**config.mk**
```make
export PLATFORM = sky130hd
export DESIGN_NAME = two_level_button_debounce
export DESIGN_NICKNAME = d
export VERILOG_FILES = /design/src/rtl/tlbd_pkg.sv /design/src/rtl/two_level_button_debounce.sv
export SDC_FILE = /design/constraint.sdc
export NUM_CORES = 1
export LEC_CHECK = 0
export BUFFER_PORTS_ARGS = -buffer_cell sky130_fd_sc_hd__buf_2
export CORE_MARGIN = 1
export CORE_UTILIZATION = 60
export CTS_BUF_LIST = sky130_fd_sc_hd__clkbuf_8
export CTS_CLUSTER_SIZE = 16
export DETAILED_ROUTE_END_ITERATION = 8
export GPL_ROUTABILITY_DRIVEN = 0
export GPL_TIMING_DRIVEN = 1
export PLACE_DENSITY = 0.89
export SYNTH_ARGS = -nofsm -noshare
export SYNTH_HDL_FRONTEND = slang
export SYNTH_SLANG_ARGS = --single-unit
```
**constraint.sdc**
```tcl
create_clock -name clk -period 3.73 [get_ports clk]
set_clock_uncertainty 0.1 [all_clocks]
set_input_delay 0.373 -clock clk [delete_from_list [all_inputs] [get_ports clk]]
set_output_delay 0.373 -clock clk [all_outputs]
set_load 0.02 [all_outputs]
```
**src/rtl/tlbd_pkg.sv**
```systemverilog
// ----------------------------------------------------------------------------
// tlbd_pkg
// Shared types and constants for the two-level button debounce.
// ----------------------------------------------------------------------------
package tlbd_pkg;

  localparam int THRESHOLD_WIDTH_DEF = 16;
  localparam int FIRST_THRESHOLD_RST = 10;
  localparam int SECOND_THRESHOLD_RST = 100;

  localparam int CFG_INDEX_W = 2;
  localparam int IN_TDATA_W = 8;
  localparam int OUT_TDATA_W = 8;

  // register indexes
  localparam logic [CFG_INDEX_W-1:0] REG_FIRST_THRESHOLD = 2'd0;
  localparam logic [CFG_INDEX_W-1:0] REG_SECOND_THRESHOLD = 2'd1;

  // reported level codes
  localparam logic [1:0] PRESS_IDLE = 2'd0;
  localparam logic [1:0] PRESS_FIRST = 2'd1;
  localparam logic [1:0] PRESS_SECOND = 2'd2;

  typedef enum logic [2:0] {
    LVL_IDLE = 3'b001,
    LVL_ONE  = 3'b010,
    LVL_TWO  = 3'b100
  } level_state_t;

  typedef struct packed {
    logic released_second;
    logic released_first;
    logic reached_second;
    logic reached_first;
    logic [1:0] press_level;
  } result_t;

endpackage

```
**src/rtl/two_level_button_debounce.sv**
```systemverilog
// ----------------------------------------------------------------------------
// two_level_button_debounce
// Counter debounce with long-press detection: idle / level one / level two.
// ----------------------------------------------------------------------------
// Timing: a result beat is registered and appears on the output in the cycle after its input beat.
// Throughput: one input beat per cycle; the output register alone sets it,
//   and the input stalls only while that register holds an untaken beat.
// Reset (rst, synchronous): level goes idle, hold count clears, thresholds
//   return to 10 and 100 (low THRESHOLD_WIDTH bits), output goes empty.
module two_level_button_debounce #(
  parameter int THRESHOLD_WIDTH = tlbd_pkg::THRESHOLD_WIDTH_DEF
) (
  input  logic                             clk,
  input  logic                             rst,
  // configuration write port
  input  logic                             cfg_we,
  input  logic [tlbd_pkg::CFG_INDEX_W-1:0] cfg_index,
  input  logic [THRESHOLD_WIDTH-1:0]       cfg_data,
  // input stream
  input  logic                             s_axis_tvalid,
  output logic                             s_axis_tready,
  input  logic [tlbd_pkg::IN_TDATA_W-1:0]  s_axis_tdata,  // [0] button_level, rest zero
  // result stream
  output logic                             m_axis_tvalid,
  input  logic                             m_axis_tready,
  // [1:0] press_level, [2] reached_first, [3] reached_second,
  // [4] released_first, [5] released_second, [7:6] zero
  output logic [tlbd_pkg::OUT_TDATA_W-1:0] m_axis_tdata
);
  import tlbd_pkg::*;

  localparam int CNT_W = THRESHOLD_WIDTH + 1;

  logic [THRESHOLD_WIDTH-1:0] first_threshold;
  logic [THRESHOLD_WIDTH-1:0] second_threshold;

  level_state_t   level_state, level_state_next;
  logic [CNT_W-1:0] hold_count, hold_count_next;
  logic [CNT_W-1:0] count_inc;

  result_t result, result_next;
  logic    in_fire;
  logic    pressed;

  // Output register frees up when empty or being drained this cycle.
  assign s_axis_tready = !m_axis_tvalid || m_axis_tready;
  assign in_fire       = s_axis_tvalid && s_axis_tready;
  assign pressed       = s_axis_tdata[0];

  // Saturating increment; the ceiling is out of reach for legal thresholds.
  assign count_inc = (&hold_count) ? hold_count : hold_count + CNT_W'(1);

  // Configuration registers; unknown indexes are dropped.
  always_ff @(posedge clk) begin
    if (rst) begin
      first_threshold  <= THRESHOLD_WIDTH'(FIRST_THRESHOLD_RST);
      second_threshold <= THRESHOLD_WIDTH'(SECOND_THRESHOLD_RST);
    end else if (cfg_we) begin
      if (cfg_index == REG_FIRST_THRESHOLD) begin
        first_threshold <= cfg_data;
      end
      if (cfg_index == REG_SECOND_THRESHOLD) begin
        second_threshold <= cfg_data;
      end
    end
  end

  // Level update for one beat. The count keeps running from level one into
  // level two and freezes while at level two; any release clears it.
  always_comb begin
    level_state_next = level_state;
    hold_count_next  = hold_count;
    result_next      = '0;
    unique case (level_state)
      LVL_ONE: begin
        if (pressed) begin
          hold_count_next = count_inc;
          if (count_inc > {1'b0, second_threshold}) begin
            level_state_next           = LVL_TWO;
            result_next.reached_second = 1'b1;
          end
        end else begin
          hold_count_next            = '0;
          level_state_next           = LVL_IDLE;
          result_next.released_first = 1'b1;
        end
      end
      LVL_TWO: begin
        if (!pressed) begin
          hold_count_next             = '0;
          level_state_next            = LVL_IDLE;
          result_next.released_second = 1'b1;
        end
      end
      default: begin
        level_state_next = LVL_IDLE;
        if (pressed) begin
          hold_count_next = count_inc;
          if (count_inc > {1'b0, first_threshold}) begin
            level_state_next          = LVL_ONE;
            result_next.reached_first = 1'b1;
          end
        end else begin
          hold_count_next = '0;
        end
      end
    endcase

    unique case (level_state_next)
      LVL_ONE: result_next.press_level = PRESS_FIRST;
      LVL_TWO: result_next.press_level = PRESS_SECOND;
      default: result_next.press_level = PRESS_IDLE;
    endcase
  end

  // State and hold count advance only on an accepted beat.
  always_ff @(posedge clk) begin
    if (rst) begin
      level_state <= LVL_IDLE;
      hold_count  <= '0;
    end else if (in_fire) begin
      level_state <= level_state_next;
      hold_count  <= hold_count_next;
    end
  end

  // Result register.
  always_ff @(posedge clk) begin
    if (rst) begin
      m_axis_tvalid <= 1'b0;
    end else if (in_fire) begin
      m_axis_tvalid <= 1'b1;
    end else if (m_axis_tready) begin
      m_axis_tvalid <= 1'b0;
    end
  end

  always_ff @(posedge clk) begin
    if (in_fire) begin
      result <= result_next;
    end
  end

  assign m_axis_tdata = OUT_TDATA_W'(result);

  // --------------------------------------------------------------------------
  // Assertions
  // --------------------------------------------------------------------------
  a_one_event: assert property (@(posedge clk) disable iff (rst)
    m_axis_tvalid |-> $onehot0({result.reached_first, result.reached_second,
                                result.released_first, result.released_second}))
    else $error("more than one event pulse in a result beat");

  a_release_clears: assert property (@(posedge clk) disable iff (rst)
    in_fire && !pressed |=> hold_count == '0 && level_state == LVL_IDLE)
    else $error("release did not clear count and level");

  a_second_from_first: assert property (@(posedge clk) disable iff (rst)
    in_fire && level_state_next == LVL_TWO && level_state != LVL_TWO
      |-> level_state == LVL_ONE)
    else $error("level two entered without passing level one");

  a_pulse_level: assert property (@(posedge clk) disable iff (rst)
    m_axis_tvalid && result.reached_second |-> result.press_level == PRESS_SECOND)
    else $error("reached_second without level two reported");

endmodule

```
==> reports/qor.csv, run 1 <==
metric,value,unit
run status,"finished, final reports clean",
"most common cell after layout, fill and taps aside",nand2_1,
worst reg2reg path startpoint,hold_count[0],
number of buffers added to fix hold violations after cts,0,
synthesis-to-layout area growth,13.2,%
number of buffers added by the clock tree synthesis step,9,
CTS Root Cell,clkbuf_8,
Avg Synthesized Cell Area,7.91,um^2
Hold Crit Start,s_axis_tvalid,
number of hold violations in the final report,0,
aggregate global-route resource usage,29.1,%
number of detailed-route iterations in the first pass,4,
drt wl/cell,15.4,um
data required time of the worst path,3730,ps
number of setup buffers added after CTS,0,
clock tree from TritonCTS,yes,
clock-pin slew on the worst setup and hold paths,70,ps
final design area excluding fillers,0.00391,mm^2
type of the tightest min-delay check,in -> reg,
"Period Utilization, post-route",96.1,%
overflow left after global routing,0,
crit path kind,reg -> reg,
count of buffers from port buffering,31,
clock latency reported for the late side of the worst-skew pair,340,ps
ratio of cells with drive above 1 in the final layout,14.1,%
power density of the placed cells,354,mW/mm^2
clock net sink count,59,
post-synthesis instance area,0.00345,mm^2
maximum fanout along the worst path,5,
Pleak,1.69,nW
number of max-slew violations in the final report,0,
number of distinct library cell variants in the gate-level netlist after synthesis,53,
number of cells traversed by the worst hold path,3,
DR vias,3296,
warnings from Yosys,0,
floorplan row count,27,
achievable frequency,279,MHz
placed standard-cell area,0.00368,mm^2
detailed placer's ending HPWL,6000,um
synthesized flop and latch total,59,
"IR drop worst, VDD",0.325,mV
DRC violations left,0,
via count of the first global-routing pass,3090,
"wirelength, routed",8430,um
number of buffers on the longest clock path,2,
number of diodes added for antenna fixing,0,
ys async rst share,0,%
H-Tree Level Count,3,
effective utilization at floorplan,62.3,%
Overall Power,1.38,mW
Reg2Reg Depth,14,
Critical Path Start Type,flip-flop,
wire length of the first global-routing pass,13700,um
max-capacitance violation count,0,
die span in x,77.8,um
critical path capture point type,flip-flop,
origin of the worst setup path,hold_count[0],
share of the yosys chip area belonging to registers,36.0,%
destination of the worst register-to-register timing path,m_axis_tdata[1],
Setup Viol. Count Final,0,
min Tclk post-route,3590,ps
Die Ht,77.8,um
antenna violations before repair,0,
arrival time of data at the critical path endpoint,3590,ps
final core area utilization,70.5,%
largest net degree at the start of global routing,50,
setup slack of the worst register-to-register path,140,ps
most used cells in the layout excluding fill and tap cells,"74 x nand2_1, 54 x a21oi_1, 53 x dfxtp_1",
Post-layout nets,533,
"EDFF count, synth",6,
boundary pin count,41,
Max-Slew Margin vs Limit,23.5,%
Gate Count Post-Synth,436,
Worst-Margin Slew,1140,ps
core region area,0.00554,mm^2
violation count after the first detailed-routing iteration,250,
Antenna Violating Nets Remaining,0,
total die area,0.00606,mm^2
DR vias/cell,6.04,
Worst Hold Endpoint,m_axis_tvalid,
Synth Flop Type,dfxtp_1,
synthesized netlist by cell type (all sizes together), types with 4 or more instances:
master / number / area share, %
nand2b: 5 / 0.91
clkbuf: 12 / 1.3
inv: 33 / 3.6
nor3: 10 / 1.6
o211ai: 6 / 1.3
and2: 5 / 0.94
nand2: 74 / 8.0
o211a: 4 / 1.2
edfxtp: 6 / 5.2
xor2: 7 / 1.8
and3: 7 / 1.3
nand4: 8 / 1.5
nor2: 33 / 3.7
xnor2: 6 / 1.5
a311oi: 4 / 1.0
a22oi: 4 / 0.87
a21oi: 55 / 8.0
o21ai: 17 / 2.5
ha: 33 / 12
dfxtp: 53 / 31
buf: 4 / 0.65
nand3: 11 / 1.7
routing by layer:
layer  vias up  share of wire (%)  global-route usage (%)
met5         -                  0                       0
met1      1536                 42                    34.2
met3        33                6.2                    5.53
li1       1591                  -                       -
met4         0                3.0                    17.2
met2       136                 49                    49.2
worst max-delay path by stage:
stage	to	slack (ps)
2_1_floorplan	m_axis_tdata[1]	440
3_3_place_gp	m_axis_tdata[1]	120
3_5_place_dp	level_state[2]	20
4_1_cts	level_state[2]	8
5_1_grt	m_axis_tdata[1]	-4
6_report	m_axis_tdata[1]	140
state kept, by name, summed over array words and instances (netlist names):
signal,count
level_state,3
m_axis_tvalid,1
m_axis_tdata,6
first_threshold,16
hold_count,17
second_threshold,16
worst max-delay path, stage by stage, from the launching register on:
cell and delay [ps]:
dfxtp_1 360, ha_1 260, and2_1 180, and4_1 210
a21oi_1 290, buf_4 180, xor2_1 290, ha_1 320
a21o_1 160, a21oi_1 180, a21boi_1 100, o31ai_2 310
buf_4 170, a21oi_2 70, nand2b_1 160
through the flow:
step                      instances  worst slack (ps)  hold slack (ps)  setup TNS (ps)
after global placement          530               122              343               0
final                           546               145              169               0
after global routing            546             -3.57              175           -3.57
after CTS                       546              7.91              164               0
after detailed placement        530              23.6              348               0
after floorplan                 437               438              336               0
power by group:
| part | internal (mW) | switching (mW) |
|---|---|---|
| registers | 0.658 | 0.00922 |
| clock network | 0.337 | 0.249 |
| logic | 0.0439 | 0.0861 |
| total | 1.04 | 0.344 |
kinds of logic after synthesis:
logic type | after synthesis | share of synthesized area (%)
AND/OR/NAND/NOR | 170 | 23.6
multiplexers | 1 | 0.326
adder cells (fa/ha/maj) | 33 | 12.0
other | 1 | 0.109
flip-flops | 59 | 36.0
buffers and inverters | 50 | 5.66
XOR/XNOR | 13 | 3.30
AO/OA/AOI/OAI | 109 | 19.1
area by class of cell:
type	instances	area [um^2]
Clock inverter	5	46.3
Multi-Input combinational cell	328	2050
Clock buffer	11	151
Fill cell	448	1630
Sequential cell	59	1240
Inverter	34	128
Timing Repair Buffer	37	200
Tap cell	72	90.1
timing repair:
item / in CTS / in global routing
setup endpoints to repair: 0 / 5
resized for setup: 0 / 6
hold endpoints to repair: 0 / 0
No activity file was read; power rests on OpenSTA's default activity.
==> inputs of run 2 (changes only) <==
- CORE_UTILIZATION: 60 -> 25
- PLACE_DENSITY: 0.89 -> 0.48
==> run 2 against run 1 <==
Net effect: first-iteration DRC count shrank 54%; via count shrank 5.0%; worst setup slack gained 87 ps; largest power group unchanged.
==> reports/qor.csv, run 2 (synthesized netlist as in run 1, its figures left out) <==
metric,value,unit,change
number of diodes added for antenna fixing,0,,unchanged
effective utilization at floorplan,25.9,%,-36 points
wire length of the first global-routing pass,15000,um,+9.5%
type of the tightest min-delay check,in -> reg,,
data required time of the worst path,3930,ps,+200 ps
critical path capture point type,flip-flop,,
via count of the first global-routing pass,3028,,-2.0%
sw frac,26.6,%,+1.7 points
worst setup slack after placement,2.44,ps,-21.1 ps
aggregate global-route resource usage,13.4,%,-16 points
"IR drop worst, VDD",0.127,mV,-61%
setup slack of the worst register-to-register path,230,ps,+90 ps
DR vias/cell,4.74,,-22%
number of setup buffers added after CTS,0,,unchanged
Setup TNS,0,ps,unchanged
violation count after the first detailed-routing iteration,116,,-54%
arrival time of data at the critical path endpoint,3700,ps,+110 ps
clock latency reported for the late side of the worst-skew pair,350,ps,about the same
Int Pwr,0.992,mW,-4.5%
detailed placer's ending HPWL,6750,um,+13%
DR top layer,met4,,
total die area,0.0143,mm^2,+140%
Sw Pwr,0.360,mW,+4.4%
"flip-flop count of the largest register, all copies and words added",17,,unchanged
combinational fraction of design power,9.9,%,+0.5 points
clock net sink count,59,,unchanged
number of hold violations in the final report,0,,unchanged
"most common cell after layout, fill and taps aside",nand2_1,,
floorplan row count,42,,+56%
power density of the placed cells,329,mW/mm^2,-7.0%
drt wl/cell,13.5,um,-13%
DR vias,3131,,-5.0%
clock tree from TritonCTS,yes,,
ratio of cells with drive above 1 in the final layout,16.1,%,+1.9 points
achievable frequency,286,MHz,+2.5%
synthesis-to-layout area growth,19.1,%,
unrepaired setup endpoints after global routing,no,,
number of max-slew violations in the final report,0,,unchanged
post-route worst setup slack,232,ps,+86.8 ps
die span in x,119,um,+54%
Max-Slew Margin vs Limit,17.5,%,-5.9 points
Setup Viol. Count Final,0,,unchanged
detailed route wirelength on metal2,3930,um,-4.5%
hold_ws,171,ps,+1.46 ps
clock network power share,40.9,%,-1.5 points
run status,"finished, final reports clean",,
max-capacitance violation count,0,,unchanged
count of buffers from port buffering,31,,unchanged
largest net degree at the start of global routing,27,,-46%
Post-layout nets,544,,+2.1%
boundary pin count,41,,unchanged
detailed-route wire length on metal 1,4510,um,+27%
min Tclk post-route,3500,ps,-86.8 ps
share of total power in sequential cells,49.3,%,+1.1 points
number of buffers on the longest clock path,2,,unchanged
Die Ht,119,um,+54%
"wirelength, routed",8900,um,+5.6%
most used cells in the layout excluding fill and tap cells,"74 x nand2_1, 54 x a21oi_1, 53 x dfxtp_1",,
crit path kind,reg -> reg,,
register bank with the most flops,hold_count,,
routed wl met3,294,um,-43%
clock-pin slew on the worst setup and hold paths,70,ps,about the same
H-Tree Level Count,3,,unchanged
maximum fanout along the worst path,4,,-1
largest registers,"hold_count x17, first_threshold x16, second_threshold x16",,
DRC violations left,0,,unchanged
number of detailed-route iterations in the first pass,4,,unchanged
Worst-Margin Slew,1230,ps,+88.2 ps
number of buffers added by the clock tree synthesis step,9,,unchanged
overflow left after global routing,0,,unchanged
core region area,0.0133,mm^2,+140%
CTS Root Cell,clkbuf_8,,
Critical Path Start Type,flip-flop,,
antenna violations before repair,0,,unchanged
Pleak,1.74,nW,+3.0%
Antenna Violating Nets Remaining,0,,unchanged
"Period Utilization, post-route",93.8,%,-2.3 points
run 2: stage by stage:
stage | std cells | power (mW) | area (um^2) | utilization, %
global placement | 645 | 0.811 | 3890 | 29.2
finish | 661 | 1.35 | 4110 | 30.8
CTS | 661 | 1.36 | 4080 | 30.6
global route | 661 | 1.41 | 4110 | 30.8
detailed placement | 645 | 0.814 | 3890 | 29.2
floorplan | 437 | 0.766 | 3450 | -
run 2: power by group through the flow:
stage	Clock (mW)	Combinational, mW	Sequential, mW
after floorplan	0	0.0823	0.684
after global placement	0	0.131	0.680
after detailed placement	0	0.133	0.680
after CTS	0.563	0.135	0.666
after global routing	0.589	0.151	0.668
final	0.552	0.134	0.666
run 2: worst paths after layout:
path	startpoint	to	cells past startpoint
min reg2reg	first_threshold[9]	first_threshold[9]	2
max reg2reg	hold_count[1]	level_state[2]	14
max	hold_count[1]	level_state[2]	14
min	cfg_data[7]	second_threshold[7]	3
run 2: layout make-up:
class,instances,area (um^2)
fill,1473,9240
clock inverter,4,17.5
timing repair buffer,48,283
sequential,59,1240
inverter,34,128
tap,176,220
clock buffer,12,165
multi-input combinational,328,2050
run 2: metal layers:
metal | global-route usage [%] | vias to the layer above
li1 | - | 1609
met1 | 18.3 | 1465
met2 | 20.9 | 44
met3 | 2.63 | 13
met4 | 4.92 | 0
met5 | 0 | -
run 2: worst max-delay path, stage by stage (launching register included):
cell and delay [ps]:
dfxtp_1 340, ha_1 190, and2_1 160, and4_1 190, or4b_4 570, nor2_4 140
xor2_2 100, ha_1 310, nand4_1 180, nor4_4 350, a21boi_0 210, o31ai_1 90
buf_4 140, a21oi_2 170, o221a_2 200
run 2: repair_timing:
item	CTS	global route
gates resized for setup	1	4
hold buffers	0	0
endpoints found under the setup margin	2	3
